==> src/hdl/cnu_pkg.sv <==
// Shared constants and types of the combinatorial number unit.
// Used by the controller, the datapath and the top level; no dependencies.
`timescale 1ns / 1ps
`default_nettype none

package cnu_pkg;

	localparam int ROW_DEPTH = 128;
	localparam int ADDR_W    = $clog2(ROW_DEPTH);
	localparam int DATA_W    = 32;

	localparam logic [1:0] OP_BINOM = 2'd0;
	localparam logic [1:0] OP_FACT  = 2'd1;
	localparam logic [1:0] OP_STIR  = 2'd2;

	typedef enum logic [2:0] {
		WORK_HOLD,
		WORK_ZERO,
		WORK_ONE,
		WORK_MUL,
		WORK_RAM
	} work_op_t;

	typedef struct packed {
		logic              clr_wr;
		logic              rd_en;
		logic              row_rd;
		logic              rd_first;
		logic              rd_zero;
		logic [ADDR_W-1:0] addr;
		logic [7:0]        factor;
		logic              row0_set;
		logic              row0_clr;
		work_op_t          work_op;
		logic              out_load;
	} cmd_t;

endpackage

`default_nettype wire

==> src/hdl/cnu_ctrl.sv <==
// Controller: operand decode, row sequencing, factorial steps and output handshake.
// Depends on cnu_pkg; drives the datapath through cmd_t.
`timescale 1ns / 1ps
`default_nettype none

module cnu_ctrl (
	input  wire logic          clk,
	input  wire logic          arst_n,
	input  wire logic          s_tvalid,
	output logic               s_tready,
	input  wire logic [15:0]   s_tdata,
	input  wire logic [1:0]    s_tuser,
	output logic               m_tvalid,
	input  wire logic          m_tready,
	output cnu_pkg::cmd_t      cmd
);
	import cnu_pkg::*;

	typedef enum logic [2:0] {
		IDLE,
		INIT,
		ROW,
		ROW_END,
		READ,
		CAPTURE,
		FACT,
		DONE
	} state_t;

	typedef enum logic [1:0] {
		DEC_ZERO,
		DEC_ONE,
		DEC_FACT,
		DEC_FILL
	} dec_t;

	state_t      state_q;
	logic [6:0]  n_q;
	logic [6:0]  k_q;
	logic        stir_q;
	logic [6:0]  i_q;
	logic [6:0]  j_q;
	logic        first_q;
	logic        m_tvalid_q;

	logic signed [7:0] n_s;
	logic signed [7:0] k_s;
	logic signed [8:0] k9;
	logic signed [8:0] nk;
	logic signed [8:0] kf;
	dec_t              dec_kind;
	logic [6:0]        dec_n;
	logic [6:0]        dec_k;
	logic [6:0]        i_nxt;
	logic [6:0]        top_nxt;

	always_comb begin
		n_s      = s_tdata[7:0];
		k_s      = s_tdata[15:8];
		k9       = {k_s[7], k_s};
		nk       = {n_s[7], n_s} - k9;
		kf       = (k9 > nk) ? nk : k9;
		dec_n    = n_s[6:0];
		dec_k    = k_s[6:0];
		dec_kind = DEC_ZERO;
		unique case (s_tuser)
			OP_BINOM: begin
				dec_k = kf[6:0];
				if (kf[8] || int'(kf) >= ROW_DEPTH) begin
					dec_kind = DEC_ZERO;
				end else if (kf == 9'sd0) begin
					dec_kind = DEC_ONE;
				end else begin
					dec_kind = DEC_FILL;
				end
			end
			OP_FACT: begin
				dec_kind = (n_s < 8'sd2) ? DEC_ONE : DEC_FACT;
			end
			OP_STIR: begin
				if (n_s == k_s) begin
					dec_kind = DEC_ONE;
				end else if (n_s <= 8'sd0 || k_s <= 8'sd0 || k_s > n_s) begin
					dec_kind = DEC_ZERO;
				end else if (int'(k_s) >= ROW_DEPTH) begin
					dec_kind = DEC_ZERO;
				end else begin
					dec_kind = DEC_FILL;
				end
			end
			default: dec_kind = DEC_ZERO;
		endcase
	end

	assign i_nxt   = i_q + 7'd1;
	assign top_nxt = (i_nxt < k_q) ? i_nxt : k_q;

	always_comb begin
		cmd         = '0;
		cmd.work_op = WORK_HOLD;
		cmd.addr    = ADDR_W'(j_q);
		cmd.factor  = stir_q ? {1'b0, i_q - 7'd1} : 8'd1;
		unique case (state_q)
			IDLE: begin
				if (s_tvalid) begin
					cmd.row0_set = 1'b1;
					unique case (dec_kind) inside
						DEC_ZERO:           cmd.work_op = WORK_ZERO;
						DEC_ONE, DEC_FACT:  cmd.work_op = WORK_ONE;
						default:            cmd.work_op = WORK_HOLD;
					endcase
				end
			end
			INIT: cmd.clr_wr = 1'b1;
			ROW: begin
				cmd.rd_en    = 1'b1;
				cmd.row_rd   = 1'b1;
				cmd.rd_first = first_q;
				cmd.rd_zero  = (j_q == 7'd0);
			end
			ROW_END: cmd.row0_clr = stir_q;
			READ: begin
				cmd.rd_en = 1'b1;
				cmd.addr  = ADDR_W'(k_q);
			end
			CAPTURE: cmd.work_op = WORK_RAM;
			FACT: begin
				cmd.work_op = WORK_MUL;
				cmd.factor  = {1'b0, i_q};
			end
			DONE: cmd.out_load = !m_tvalid_q || m_tready;
		endcase
	end

	always_ff @(posedge clk or negedge arst_n) begin
		if (!arst_n) begin
			state_q    <= IDLE;
			n_q        <= '0;
			k_q        <= '0;
			stir_q     <= 1'b0;
			i_q        <= '0;
			j_q        <= '0;
			first_q    <= 1'b0;
			m_tvalid_q <= 1'b0;
		end else begin
			if (state_q == DONE && (!m_tvalid_q || m_tready)) begin
				m_tvalid_q <= 1'b1;
			end else if (m_tready) begin
				m_tvalid_q <= 1'b0;
			end
			unique case (state_q)
				IDLE: begin
					if (s_tvalid) begin
						n_q    <= dec_n;
						k_q    <= dec_k;
						stir_q <= (s_tuser == OP_STIR);
						unique case (dec_kind) inside
							DEC_ZERO, DEC_ONE: state_q <= DONE;
							DEC_FACT: begin
								i_q     <= 7'd2;
								state_q <= FACT;
							end
							default: begin
								j_q     <= 7'd1;
								state_q <= INIT;
							end
						endcase
					end
				end
				INIT: begin
					if (j_q == k_q) begin
						i_q     <= 7'd1;
						j_q     <= 7'd1;
						first_q <= 1'b1;
						state_q <= ROW;
					end else begin
						j_q <= j_q + 7'd1;
					end
				end
				ROW: begin
					first_q <= 1'b0;
					if (j_q == 7'd0) begin
						state_q <= ROW_END;
					end else begin
						j_q <= j_q - 7'd1;
					end
				end
				ROW_END: begin
					if (i_q == n_q) begin
						state_q <= READ;
					end else begin
						i_q     <= i_nxt;
						j_q     <= top_nxt;
						first_q <= 1'b1;
						state_q <= ROW;
					end
				end
				READ:    state_q <= CAPTURE;
				CAPTURE: state_q <= DONE;
				FACT: begin
					i_q <= i_nxt;
					if (i_q == n_q) begin
						state_q <= DONE;
					end
				end
				DONE: begin
					if (!m_tvalid_q || m_tready) begin
						state_q <= IDLE;
					end
				end
			endcase
		end
	end

	assign s_tready = (state_q == IDLE);
	assign m_tvalid = m_tvalid_q;

	a_row_in_range: assert property (@(posedge clk) disable iff (!arst_n)
		(state_q == ROW) |-> (j_q <= k_q))
		else $error("row cell beyond k");

	a_valid_from_done: assert property (@(posedge clk) disable iff (!arst_n)
		$rose(m_tvalid_q) |-> ($past(state_q) == DONE))
		else $error("result raised outside completion");

	a_accept_leaves_idle: assert property (@(posedge clk) disable iff (!arst_n)
		(s_tvalid && s_tready) |=> (state_q != IDLE))
		else $error("accepted word left no work");

endmodule

`default_nettype wire

==> config.mk <==
export PLATFORM = sky130hd
export DESIGN_NAME = cnu_ctrl
export DESIGN_NICKNAME = d
export VERILOG_FILES = /design/src/hdl/cnu_pkg.sv /design/src/hdl/cnu_ctrl.sv
export SDC_FILE = /design/constraint.sdc
export NUM_CORES = 1
export LEC_CHECK = 0
export BUFFER_PORTS_ARGS = -buffer_cell sky130_fd_sc_hd__buf_2
export CAP_MARGIN = 20
export CORE_MARGIN = 2
export CORE_UTILIZATION = 59
export DETAILED_ROUTE_END_ITERATION = 8
export PLACE_DENSITY_LB_ADDON = 0.1
export SYNTH_ARGS = -nofsm -noshare
export SYNTH_HDL_FRONTEND = slang
export SYNTH_SLANG_ARGS = --single-unit
==> constraint.sdc <==
create_clock -name clk -period 7.7 [get_ports clk]
set_input_delay 1.54 -clock clk [delete_from_list [all_inputs] [get_ports clk]]
set_output_delay 1.54 -clock clk [all_outputs]
set_load 0.03 [all_outputs]
==> impl_metrics.ini <==
[sta]
fmax_mhz = 141
slew_headroom_pct = 37.2
worst_slew_pin_slew_ns = 0.935
fin_setup_tns_ns = 0
slew_violations = 0
timing.final.crit_period_ns = 7.09
hold_viol = 0
setup_viol = 0
rsz0062_at_grt = no
fin_hold_ws_ns = 0.521
finClkSkew_ns = 0.00617
min_period_over_period_pct = 92.0

[placement]
hpwl_mm = 7.69
place.gp.congestion = 0.943
postPlaceCellArea_um2 = 3840
portBuffers = 48

[detailed_routing]
via_per_inst = 6.37
first_pass_iters = 5
drc = 0
vias = 3550
postRouteAntennaNets = 0
drtIter0Drc = 325
wl_per_cell_um = 18.3
routed_wl_mm = 10.2

[logic_synthesis]
synthAdderAreaFrac_pct = 10.3
ys_seq_elements = 34
yosysTopAreaCellShare_pct = 23.6
yosysTopAreaCell = dfrtp_1
ys_types = 61
synth_area_leaders = dfrtp_1, ha_1, nand2_1
ys_async_sr_fraction_pct = 100
synth_simple_gate_area_share_pct = 21.4
syn_area_per_cell_um2 = 8.04
synthMuxAreaShare_pct = 9.59
synth-edff-count = 0
ys_dominant_reg_cell = dfrtp_1
netlist_area_um2 = 3600
synth_top_family_by_area = compound AO/OA/AOI/OAI gates
ys_seq_area_share_pct = 23.6
ys_warn_count = 0
synth_xor_area_share_pct = 6.32
synthCells = 448
synth_compound_area_share_pct = 22.4
synth_nets = 499

[worst_setup_path]
start_kind = input pin
cp.arrival_ns = 5.55
crit-reg2reg-launch = i_q[0]$_DFFE_PN0P_
critical_path.slowest_cell = a2111oi_0
cpPeakStageDelay_ns = 0.42
crit_fanout = 4
cp_data_required_time_ns = 6.16
path_cells = buf_2 > inv_1 > ha_1 > fa_1 > nand2b_1 > a2111o_1 > o211ai_1 > inv_1 > ha_1 > a21o_1 > a2111oi_0 > a21oi_1 > o21ai_1 > mux2_2 > nand3b_1 > o21ai_0 > a21oi_1 > o21ai_0 > buf_2
critPathKind = in -> out
endpoint = cmd[2]
crit_family = compound AO/OA/AOI/OAI gates
crit_cells = 19
r2r-end = j_q[5]$_DFFE_PN0P_
path_buf_inv = 4
crit_path_start = s_tdata[0]
endpoint_kind = output pin
ff2ff_setup_slack_ns = 4.74
r2r.worst_path.cells = 11

[floorplan]
die_h_um = 82.1
io_pins = 50
rows = 28
die_w_um = 82.1
die_area_um2 = 6750
start_util_pct = 60.8
core_um2 = 5920

[clock_tree]
cts_made_buffers = 5
clock-sinks = 34
cts.htree.levels = 2
cts_buffer_depth = 2
postCtsHoldBufs = 0
post_cts_buffers = 0
cts_tree = yes
clkTransAtPathRegs_ns = 0.07
root_buffer = clkbuf_8
clock_latency_ns = 0.29
cts_resized = 0

[grt]
globalRouteOverflowTotal = 0
grtUsageTotal_pct = 31.2
antenna_found_initial = 0
grt_pass1_vias = 3301
grt_pass1_wl_mm = 16.0
grt_max_degree = 35

[flow_run]
maxCapViolations = 0

[outcome]
outcome = finished clean

[power_and_ir_drop]
powerDensity_nw_per_um2 = 125
ir_drop_mv = 0.105
finalPower_mw = 0.496
p_leak_nw = 1.95

[finish]
final_common_cell = buf_2
finalInstanceArea_um2 = 3980
post_route_cells_drive_above_1_share_pct = 17.2
final_util_pct = 67.2
fill_cells = 512
mostFrequentLayoutCells = buf_2, nand2_1, dfrtp_1
area_growth_pct = 10.4
antenna_cells = 0
fin_nets = 532

[worst_hold_path]
hp-class = reg -> reg
-- kinds of logic after synthesis --
logic type,Yosys count
AOI/OAI and AO/OA,120
xor gates and xnor gates,26
adders and majority gates,29
buffers and inverters,55
DFF,34
muxes,30
other,1
and+or+nand+nor,153
-- registers in the layout (all words and copies together) (netlist names) --
name / count
i_q: 7
j_q: 7
k_q: 7
n_q: 7
state_q: 3
first_q: 1
m_tvalid: 1
stir_q: 1
-- stage by stage --
stage	worst slack [ns]	instances
5_1_grt	0.295	557
3_5_place_dp	0.700	549
3_3_place_gp	0.815	549
4_1_cts	0.682	557
2_1_floorplan	0.895	448
6_report	0.614	557
-- layout make-up --
cell class / count / area [um^2] / area share, %
clock buffer: 5 / 68.8 / 1.73
inverter: 32 / 120 / 3.02
multi-input combinational: 359 / 2530 / 63.5
clock inverter: 3 / 68.8 / 1.73
tap: 75 / 93.8 / 2.36
timing repair buffer: 49 / 248 / 6.23
sequential: 34 / 851 / 21.4
-- worst min-delay path by stage --
stage,start,endpoint,slack [ns],cells after the start
3_5_place_dp,n_q[0]$_DFFE_PN0P_,n_q[0]$_DFFE_PN0P_,0.50,2
2_1_floorplan,n_q[0]$_DFFE_PN0P_,n_q[0]$_DFFE_PN0P_,0.47,2
5_1_grt,n_q[0]$_DFFE_PN0P_,n_q[0]$_DFFE_PN0P_,0.54,2
4_1_cts,n_q[0]$_DFFE_PN0P_,n_q[0]$_DFFE_PN0P_,0.52,2
3_3_place_gp,n_q[1]$_DFFE_PN0P_,n_q[1]$_DFFE_PN0P_,0.50,2
6_report,n_q[0]$_DFFE_PN0P_,n_q[0]$_DFFE_PN0P_,0.52,2
-- routing by layer --
metal,global-route usage [%],part of all wire [%]
met5,0,0
met1,37.5,42
met3,3.70,4.1
met4,15.0,3.7
met2,55.1,50
-- worst reg2reg max path: stages (launching register included) --
cell and delay [ns]:
dfrtp_1 0.57, ha_1 0.33, nand3_1 0.12, xnor2_1 0.29
ha_1 0.31, a21oi_1 0.13, o21ai_0 0.10, nand3_1 0.08
nand2_1 0.24, mux2i_1 0.30, o22ai_1 0.11, mux2_4 0.27
-- cells in the mapped netlist, types with 7 or more instances --
cell,n
mux2_2,14
a21oi_1,19
dfrtp_1,34
mux2i_1,12
o31ai_1,9
o21ai_0,33
inv_1,32
nand3_1,14
nand2b_1,13
ha_1,28
nor2_1,27
nor3_1,7
xnor2_1,16
xor2_1,10
clkbuf_1,14
nand2_1,45
nor2b_1,10
-- where the power goes --
group / switching, mW / total, mW / internal, mW
Clock: 0.0741 / 0.204 / 0.130
Sequential: 0.0000000000000000125 / 0.178 / 0.178
Combinational: 0.0694 / 0.114 / 0.0447
Total: 0.143 / 0.496 / 0.353
(Power assumes the default switching activity.)
